--- src/sv/sfoc_pkg.sv ---
// Package for the saturating first-order controller: step codes, control word
// type, the microcode table and the Q15 rounding and saturation helpers.
// Depends on nothing; used by saturating_first_order_controller.
package sfoc_pkg;

  localparam int DataW  = 16;
  localparam int ProdW  = 2 * DataW;
  localparam int StepW  = 3;
  localparam int CfgIdxW = 2;

  // Configuration register indexes
  localparam logic [CfgIdxW-1:0] REG_COEF_B0 = 2'd0;
  localparam logic [CfgIdxW-1:0] REG_COEF_B1 = 2'd1;
  localparam logic [CfgIdxW-1:0] REG_COEF_A1 = 2'd2;

  // Microcode step addresses
  localparam logic [StepW-1:0] STEP_IDLE   = 3'd0;
  localparam logic [StepW-1:0] STEP_MUL_B0 = 3'd1;
  localparam logic [StepW-1:0] STEP_MUL_B1 = 3'd2;
  localparam logic [StepW-1:0] STEP_MUL_A1 = 3'd3;
  localparam logic [StepW-1:0] STEP_FINISH = 3'd4;

  typedef enum logic [1:0] {
    MA_B0,
    MA_B1,
    MA_A1
  } mul_a_sel_t;

  typedef enum logic {
    MB_ERR,
    MB_DRIVE
  } mul_b_sel_t;

  typedef struct packed {
    logic             mul_en;    // register a new product
    mul_a_sel_t       mul_a;
    mul_b_sel_t       mul_b;
    logic             ld_drive;  // drive = sat(m(prod,1) + state)
    logic             ld_temp;   // temp = m(prod,1)
    logic             ld_state;  // state = sat(temp - m(prod,0))
    logic             emit;      // hand drive to the output register
    logic             wait_out;  // hold the step while the output slot is full
    logic             accept;    // offer input ready
    logic [StepW-1:0] next_acc;  // next step when an input transfer happens
    logic [StepW-1:0] next_idle; // next step otherwise
  } ctrl_t;

  function automatic ctrl_t ctrl_word(input logic [StepW-1:0] step);
    ctrl_t w;
    w = '{mul_en: 1'b0, mul_a: MA_B0, mul_b: MB_ERR, ld_drive: 1'b0, ld_temp: 1'b0,
          ld_state: 1'b0, emit: 1'b0, wait_out: 1'b0, accept: 1'b0,
          next_acc: STEP_IDLE, next_idle: STEP_IDLE};
    case (step)
      STEP_IDLE: begin
        w.accept    = 1'b1;
        w.next_acc  = STEP_MUL_B0;
        w.next_idle = STEP_IDLE;
      end
      STEP_MUL_B0: begin
        w.mul_en    = 1'b1;
        w.mul_a     = MA_B0;
        w.mul_b     = MB_ERR;
        w.next_acc  = STEP_MUL_B1;
        w.next_idle = STEP_MUL_B1;
      end
      STEP_MUL_B1: begin
        w.mul_en    = 1'b1;
        w.mul_a     = MA_B1;
        w.mul_b     = MB_ERR;
        w.ld_drive  = 1'b1;
        w.next_acc  = STEP_MUL_A1;
        w.next_idle = STEP_MUL_A1;
      end
      STEP_MUL_A1: begin
        w.mul_en    = 1'b1;
        w.mul_a     = MA_A1;
        w.mul_b     = MB_DRIVE;
        w.ld_temp   = 1'b1;
        w.next_acc  = STEP_FINISH;
        w.next_idle = STEP_FINISH;
      end
      STEP_FINISH: begin
        w.ld_state  = 1'b1;
        w.emit      = 1'b1;
        w.wait_out  = 1'b1;
        w.accept    = 1'b1;
        w.next_acc  = STEP_MUL_B0;
        w.next_idle = STEP_IDLE;
      end
      default: begin
        w.next_acc  = STEP_IDLE;
        w.next_idle = STEP_IDLE;
      end
    endcase
    return w;
  endfunction

  function automatic logic signed [DataW-1:0] sat16(input logic signed [ProdW:0] v);
    logic signed [DataW-1:0] r;
    if (v > (ProdW+1)'(32767)) begin
      r = 16'sh7fff;
    end else if (v < -(ProdW+1)'(32768)) begin
      r = -16'sh8000;
    end else begin
      r = v[DataW-1:0];
    end
    return r;
  endfunction

  // Round, shift right by 14 (k1) or 15 (not k1), saturate.
  function automatic logic signed [DataW-1:0] round_sat(input logic signed [ProdW-1:0] p,
                                                         input logic k1);
    logic signed [ProdW:0] s;
    logic signed [ProdW:0] sh;
    s  = {p[ProdW-1], p} + (k1 ? (ProdW+1)'(8192) : (ProdW+1)'(16384));
    sh = k1 ? (s >>> 14) : (s >>> 15);
    return sat16(sh);
  endfunction

endpackage

--- src/sv/saturating_first_order_controller.sv ---
// Saturating first-order controller: one shared 16x16 multiplier driven by a
// microcode table with a step counter. Depends on sfoc_pkg.
//
// Usage:
//   Input channel (in_valid/in_ready, error_sample) moves one signed Q15
//   error sample per transfer. Output channel (out_valid/out_ready,
//   drive_value) moves one saturated drive value per input transfer, in order.
//   Configuration channel (cfg_valid/cfg_ready, cfg_index, cfg_data) writes
//   coef_b0 (index 0), coef_b1 (index 1) or coef_a1 (index 2); other indexes
//   are dropped. cfg_ready is always high; write only while the block is idle.
//   The drive value is loaded into the output register at the last step,
//   after the steps MUL_B0, MUL_B1 and MUL_A1; a new sample is taken only at
//   idle or at the last step, as the three products share one multiplier.
//   The last step also does the state update and accepts the next sample,
//   so back-to-back items run without returning to idle.
//   Reset (rst, synchronous) clears the coefficients, the integrator state,
//   the step counter and the output valid flag.
//   If the receiver stalls, the finished value waits in the output register;
//   the next item runs its products and holds at the last step until the
//   output slot frees.
module saturating_first_order_controller (
  input  logic                             clk,
  input  logic                             rst,
  input  logic                             in_valid,
  output logic                             in_ready,
  input  logic signed [sfoc_pkg::DataW-1:0] error_sample,
  output logic                             out_valid,
  input  logic                             out_ready,
  output logic signed [sfoc_pkg::DataW-1:0] drive_value,
  input  logic                             cfg_valid,
  output logic                             cfg_ready,
  input  logic [sfoc_pkg::CfgIdxW-1:0]     cfg_index,
  input  logic signed [sfoc_pkg::DataW-1:0] cfg_data
);
  import sfoc_pkg::*;

  // Control state
  logic [StepW-1:0] step;
  logic [StepW-1:0] step_next;
  ctrl_t            cw;

  // Coefficients and integrator state
  logic signed [DataW-1:0] coef_b0;
  logic signed [DataW-1:0] coef_b1;
  logic signed [DataW-1:0] coef_a1;
  logic signed [DataW-1:0] state;

  // Datapath registers
  logic signed [DataW-1:0] err;
  logic signed [DataW-1:0] drive;
  logic signed [DataW-1:0] temp;
  logic signed [ProdW-1:0] prod;

  logic signed [DataW-1:0] mul_a;
  logic signed [DataW-1:0] mul_b;
  logic signed [ProdW-1:0] prod_next;
  logic signed [DataW-1:0] m_k1;
  logic signed [DataW-1:0] m_k0;
  logic signed [DataW-1:0] drive_next;
  logic signed [DataW-1:0] state_next;

  logic slot_free;
  logic advance;
  logic in_xfer;

  assign cw        = ctrl_word(step);
  assign cfg_ready = 1'b1;

  // The last step can only move on once the output register has room.
  assign slot_free = !out_valid || out_ready;
  assign advance   = !cw.wait_out || slot_free;
  assign in_ready  = cw.accept && advance;
  assign in_xfer   = in_valid && in_ready;

  always_comb begin
    if (!advance) begin
      step_next = step;
    end else if (in_xfer) begin
      step_next = cw.next_acc;
    end else begin
      step_next = cw.next_idle;
    end
  end

  // Operand selection for the shared multiplier
  always_comb begin
    case (cw.mul_a)
      MA_B0:   mul_a = coef_b0;
      MA_B1:   mul_a = coef_b1;
      MA_A1:   mul_a = coef_a1;
      default: mul_a = coef_b0;
    endcase
    case (cw.mul_b)
      MB_ERR:   mul_b = err;
      MB_DRIVE: mul_b = drive;
      default:  mul_b = err;
    endcase
  end

  assign prod_next = mul_a * mul_b;

  // Post-processing of the previous product: shift 14 for the feedforward
  // terms, shift 15 for the feedback term.
  assign m_k1       = round_sat(prod, 1'b1);
  assign m_k0       = round_sat(prod, 1'b0);
  assign drive_next = sat16((ProdW+1)'(m_k1) + (ProdW+1)'(state));
  assign state_next = sat16((ProdW+1)'(temp) - (ProdW+1)'(m_k0));

  always_ff @(posedge clk) begin
    if (rst) begin
      step      <= STEP_IDLE;
      out_valid <= 1'b0;
      coef_b0   <= '0;
      coef_b1   <= '0;
      coef_a1   <= '0;
      state     <= '0;
    end else begin
      step <= step_next;

      if (cfg_valid && cfg_ready) begin
        case (cfg_index)
          REG_COEF_B0: coef_b0 <= cfg_data;
          REG_COEF_B1: coef_b1 <= cfg_data;
          REG_COEF_A1: coef_a1 <= cfg_data;
          default:     ; // drop writes to unused indexes
        endcase
      end

      // Output register: load on emit, clear once the transfer completes.
      if (cw.emit && advance) begin
        out_valid <= 1'b1;
      end else if (out_ready) begin
        out_valid <= 1'b0;
      end

      if (cw.ld_state && advance) begin
        state <= state_next;
      end
    end
  end

  // Payload registers, no reset needed
  always_ff @(posedge clk) begin
    if (in_xfer) begin
      err <= error_sample;
    end
    if (cw.mul_en) begin
      prod <= prod_next;
    end
    if (cw.ld_drive) begin
      drive <= drive_next;
    end
    if (cw.ld_temp) begin
      temp <= m_k1;
    end
    if (cw.emit && advance) begin
      drive_value <= drive;
    end
  end

endmodule
--- config.mk ---
export PLATFORM = sky130hd
export DESIGN_NAME = saturating_first_order_controller
export DESIGN_NICKNAME = d
export VERILOG_FILES = /design/src/sv/sfoc_pkg.sv /design/src/sv/saturating_first_order_controller.sv
export SDC_FILE = /design/constraint.sdc
export NUM_CORES = 1
export LEC_CHECK = 0
export ABC_AREA = 1
export BUFFER_PORTS_ARGS = -buffer_cell sky130_fd_sc_hd__buf_2
export CAP_MARGIN = 10
export CELL_PAD_IN_SITES_DETAIL_PLACEMENT = 1
export CELL_PAD_IN_SITES_GLOBAL_PLACEMENT = 1
export CORE_UTILIZATION = 53
export CTS_CLUSTER_DIAMETER = 30
export DETAILED_ROUTE_END_ITERATION = 8
export PLACE_DENSITY_LB_ADDON = 0.1
export REMOVE_ABC_BUFFERS = 1
export SYNTH_ARGS = -nofsm -noshare
export SYNTH_HDL_FRONTEND = slang
export SYNTH_SLANG_ARGS = --single-unit
--- constraint.sdc ---
create_clock -name clk -period 22 [get_ports clk]
set_clock_uncertainty 0.15 [all_clocks]
set_input_delay 2.2 -clock clk [delete_from_list [all_inputs] [get_ports clk]]
set_output_delay 2.2 -clock clk [all_outputs]
set_load 0.005 [all_outputs]
==> results.json <==
{
  "drv_cap": 0,
  "overflow": 0,
  "async_reset_ff_share_pct": 0,
  "setup_ws_ns": 12.71,
  "synth.distinct_cells": 45,
  "r2r_cells": 23,
  "grtUsageTotal_pct": 34.4,
  "num_vias": 15600,
  "synth-edff-count": 83,
  "seq_area_um2": 3850,
  "finalInstanceArea_um2": 19800,
  "first_iter_violations": 947,
  "fin_crit_sh_pct": 42.2,
  "finalMaxSlewViolations": 0,
  "antenna_found_initial": 0,
  "core_region_area_um2": 33800,
  "dpl-instance-area_um2": 19200,
  "finalHoldViolCount": 0,
  "multiInputGateArea_um2": 12200,
  "area_growth_pct": 7.77,
  "ios": 58,
  "r2r-end": "prod[31]",
  "maxSlewHeadroom_pct": 21.6,
  "clockBufferDepth": 2,
  "ys_seq_elements": 151,
  "hold_end": "drive_value[11]",
  "clkLatencyLatePin_ns": 0.44,
  "fmax_mhz": 108,
  "pre_cts_ws_ns": 12.75,
  "fill_cells": 4262,
  "cp.required_ns": 22.05,
  "drive_gt1_share_pct": 5.85,
  "critPathLaunchType": "flop",
  "ys_warn_count": 0,
  "period_minus_slack_ns": 9.29,
  "grt_max_degree": 49,
  "drtAntennaViolNets": 0,
  "synthCells": 2329,
  "hold_path.class": "reg -> reg",
  "synth.cell_area_um2": 18300,
  "gp_congestion": 0.953,
  "drc": 0,
  "setup-tns-final_ns": 0,
  "drt-wirelength-per-cell_um": 20.3,
  "min_delay_path_depth": 0,
  "yosysMostFrequentCell": "inv_1",
  "status": "complete, no violations",
  "synth_ff_type": "edfxtp_1",
  "detailed_place_hpwl_mm": 47.3,
  "wirelength_mm": 57.7,
  "reg2reg_slack_ns": 12.71,
  "cts_resized": 0,
  "drt_first_pass_iters": 5,
  "grt_pass1_wl_mm": 93.2,
  "clk_pin_slew_worst_paths_ns": 0.07,
  "viasPerCell": 5.50,
  "path_class": "reg -> reg",
  "dieArea_um2": 35400,
  "worst_pin_slew_ns": 1.16,
  "cts_tree": "done",
  "final_nets": 2798,
  "initial_core_util_pct": 54.3,
  "cts_setup_buffers": 0,
  "synth_top_area_share_pct": 28.7,
  "critPathArrivalTime_ns": 9.34,
  "die_h_um": 188,
  "min_from": "drive[11]",
  "yosysSeqAreaShare_pct": 21.0,
  "crit_start": "step[0]",
  "synth_common_cells": "inv_1, nand2_1, fa_1",
  "rsz0062_at_grt": "false",
  "grt_pass1_vias": 17500,
  "synth_top_area_cell": "fa_1",
  "rows": 67,
  "setup_viol": 0,
  "n_antenna_cell": 0,
  "crit_fanout": 21,
  "io_buffers": 56,
  "synthTopCellsByArea": "fa_1, edfxtp_1, inv_1",
  "cts.htree.levels": 4,
  "chipWidth_um": 188,
  "end_kind": "flop",
  "cts_num_sinks": 151,
  "post-route-util_pct": 58.5,
  "ctsHoldBuffers": 0,
  "r2r-start": "step[0]",
  "cts_buffers": 17,
  "syn_area_per_cell_um2": 7.87,
  "cts-root-buf": "clkbuf_16"
}
[cell usage in the layout, fill, tap and decap left out, drive strengths merged]
cell type and n:
a211oi 4, a21boi 3, a21o 8, a21oi 108
a22oi 1, a31oi 5, and2 2, buf 82
bufinv 2, clkbuf 19, clkinv 8, conb 1
dfxtp 68, edfxtp 83, fa 263, ha 116
inv 546, nand2 500, nand3 59, nand3b 3
nand4 10, nor2 267, nor3 13, nor4 4
o211ai 1, o21a 2, o21ai 133, o21bai 12
o31ai 1, or2 6, xnor2 16, xor2 47
[worst max-delay path by stage]
stage / end / slack [ns] / cells after the start
floorplan: prod[31] / 13.18 / 26
global placement: prod[26] / 13.09 / 23
detailed placement: prod[28] / 12.75 / 23
CTS: prod[28] / 12.69 / 23
global route: prod[28] / 12.21 / 25
finish: prod[31] / 12.71 / 23
[final cells by class]
| cell class | count | area share [%] |
|---|---|---|
| repair buffers | 82 | 2.44 |
| flip-flops and latches | 151 | 19.5 |
| clock buffers | 19 | 2.19 |
| well taps | 448 | 2.84 |
| inverters | 543 | 10.3 |
| multi-input cells | 1585 | 61.9 |
| clock inverters | 13 | 0.785 |
[flip-flops by register name, indices dropped and copies added, names as in the netlist]
signal	count
drive	16
coef_b0	16
step	3
err	16
coef_b1	16
coef_a1	16
state	16
prod	19
drive_value	16
temp	16
out_valid	1
[through the flow]
stage          std cells  hold WS (ns)
5_1_grt             2841         0.307
4_1_cts             2840         0.298
3_3_place_gp        2808         0.282
3_5_place_dp        2808         0.284
6_report            2841         0.300
2_1_floorplan       2279         0.271
[critical path: stages (launching register included)]
cell	delay, ns
dfxtp_1	0.41
nand2_1	0.09
nor2_2	0.84
ha_1	0.71
inv_2	0.32
o21ai_1	0.96
nor2_1	0.27
fa_1	0.58
fa_1	0.95
fa_1	0.53
fa_1	0.48
fa_1	0.56
inv_1	0.07
fa_1	0.53
inv_1	0.05
ha_1	0.36
a21oi_1	0.21
o21ai_0	0.15
a21oi_1	0.29
nor2_1	0.08
a211oi_1	0.24
nand2_1	0.10
nand2_1	0.06
nand2_1	0.04
[kinds of logic after synthesis]
family	count (synthesis)	share of synthesized area [%]
flops	151	21.0
other cells	1	0.0204
xor+xnor	63	3.01
fa+ha+maj	379	36.6
buf+inv	593	12.3
compound gates	278	8.20
simple gates	864	18.8
[layer usage]
layer / GRT usage (%) / part of all wire [%]
met2: 59.6 / 50
met5: 0 / 0
met1: 42.6 / 40
met3: 4.57 / 5.2
met4: 15.6 / 4.7
Power is not shown: default switching activity piles up to over one toggle a cycle in this logic, so the estimate is an artifact.
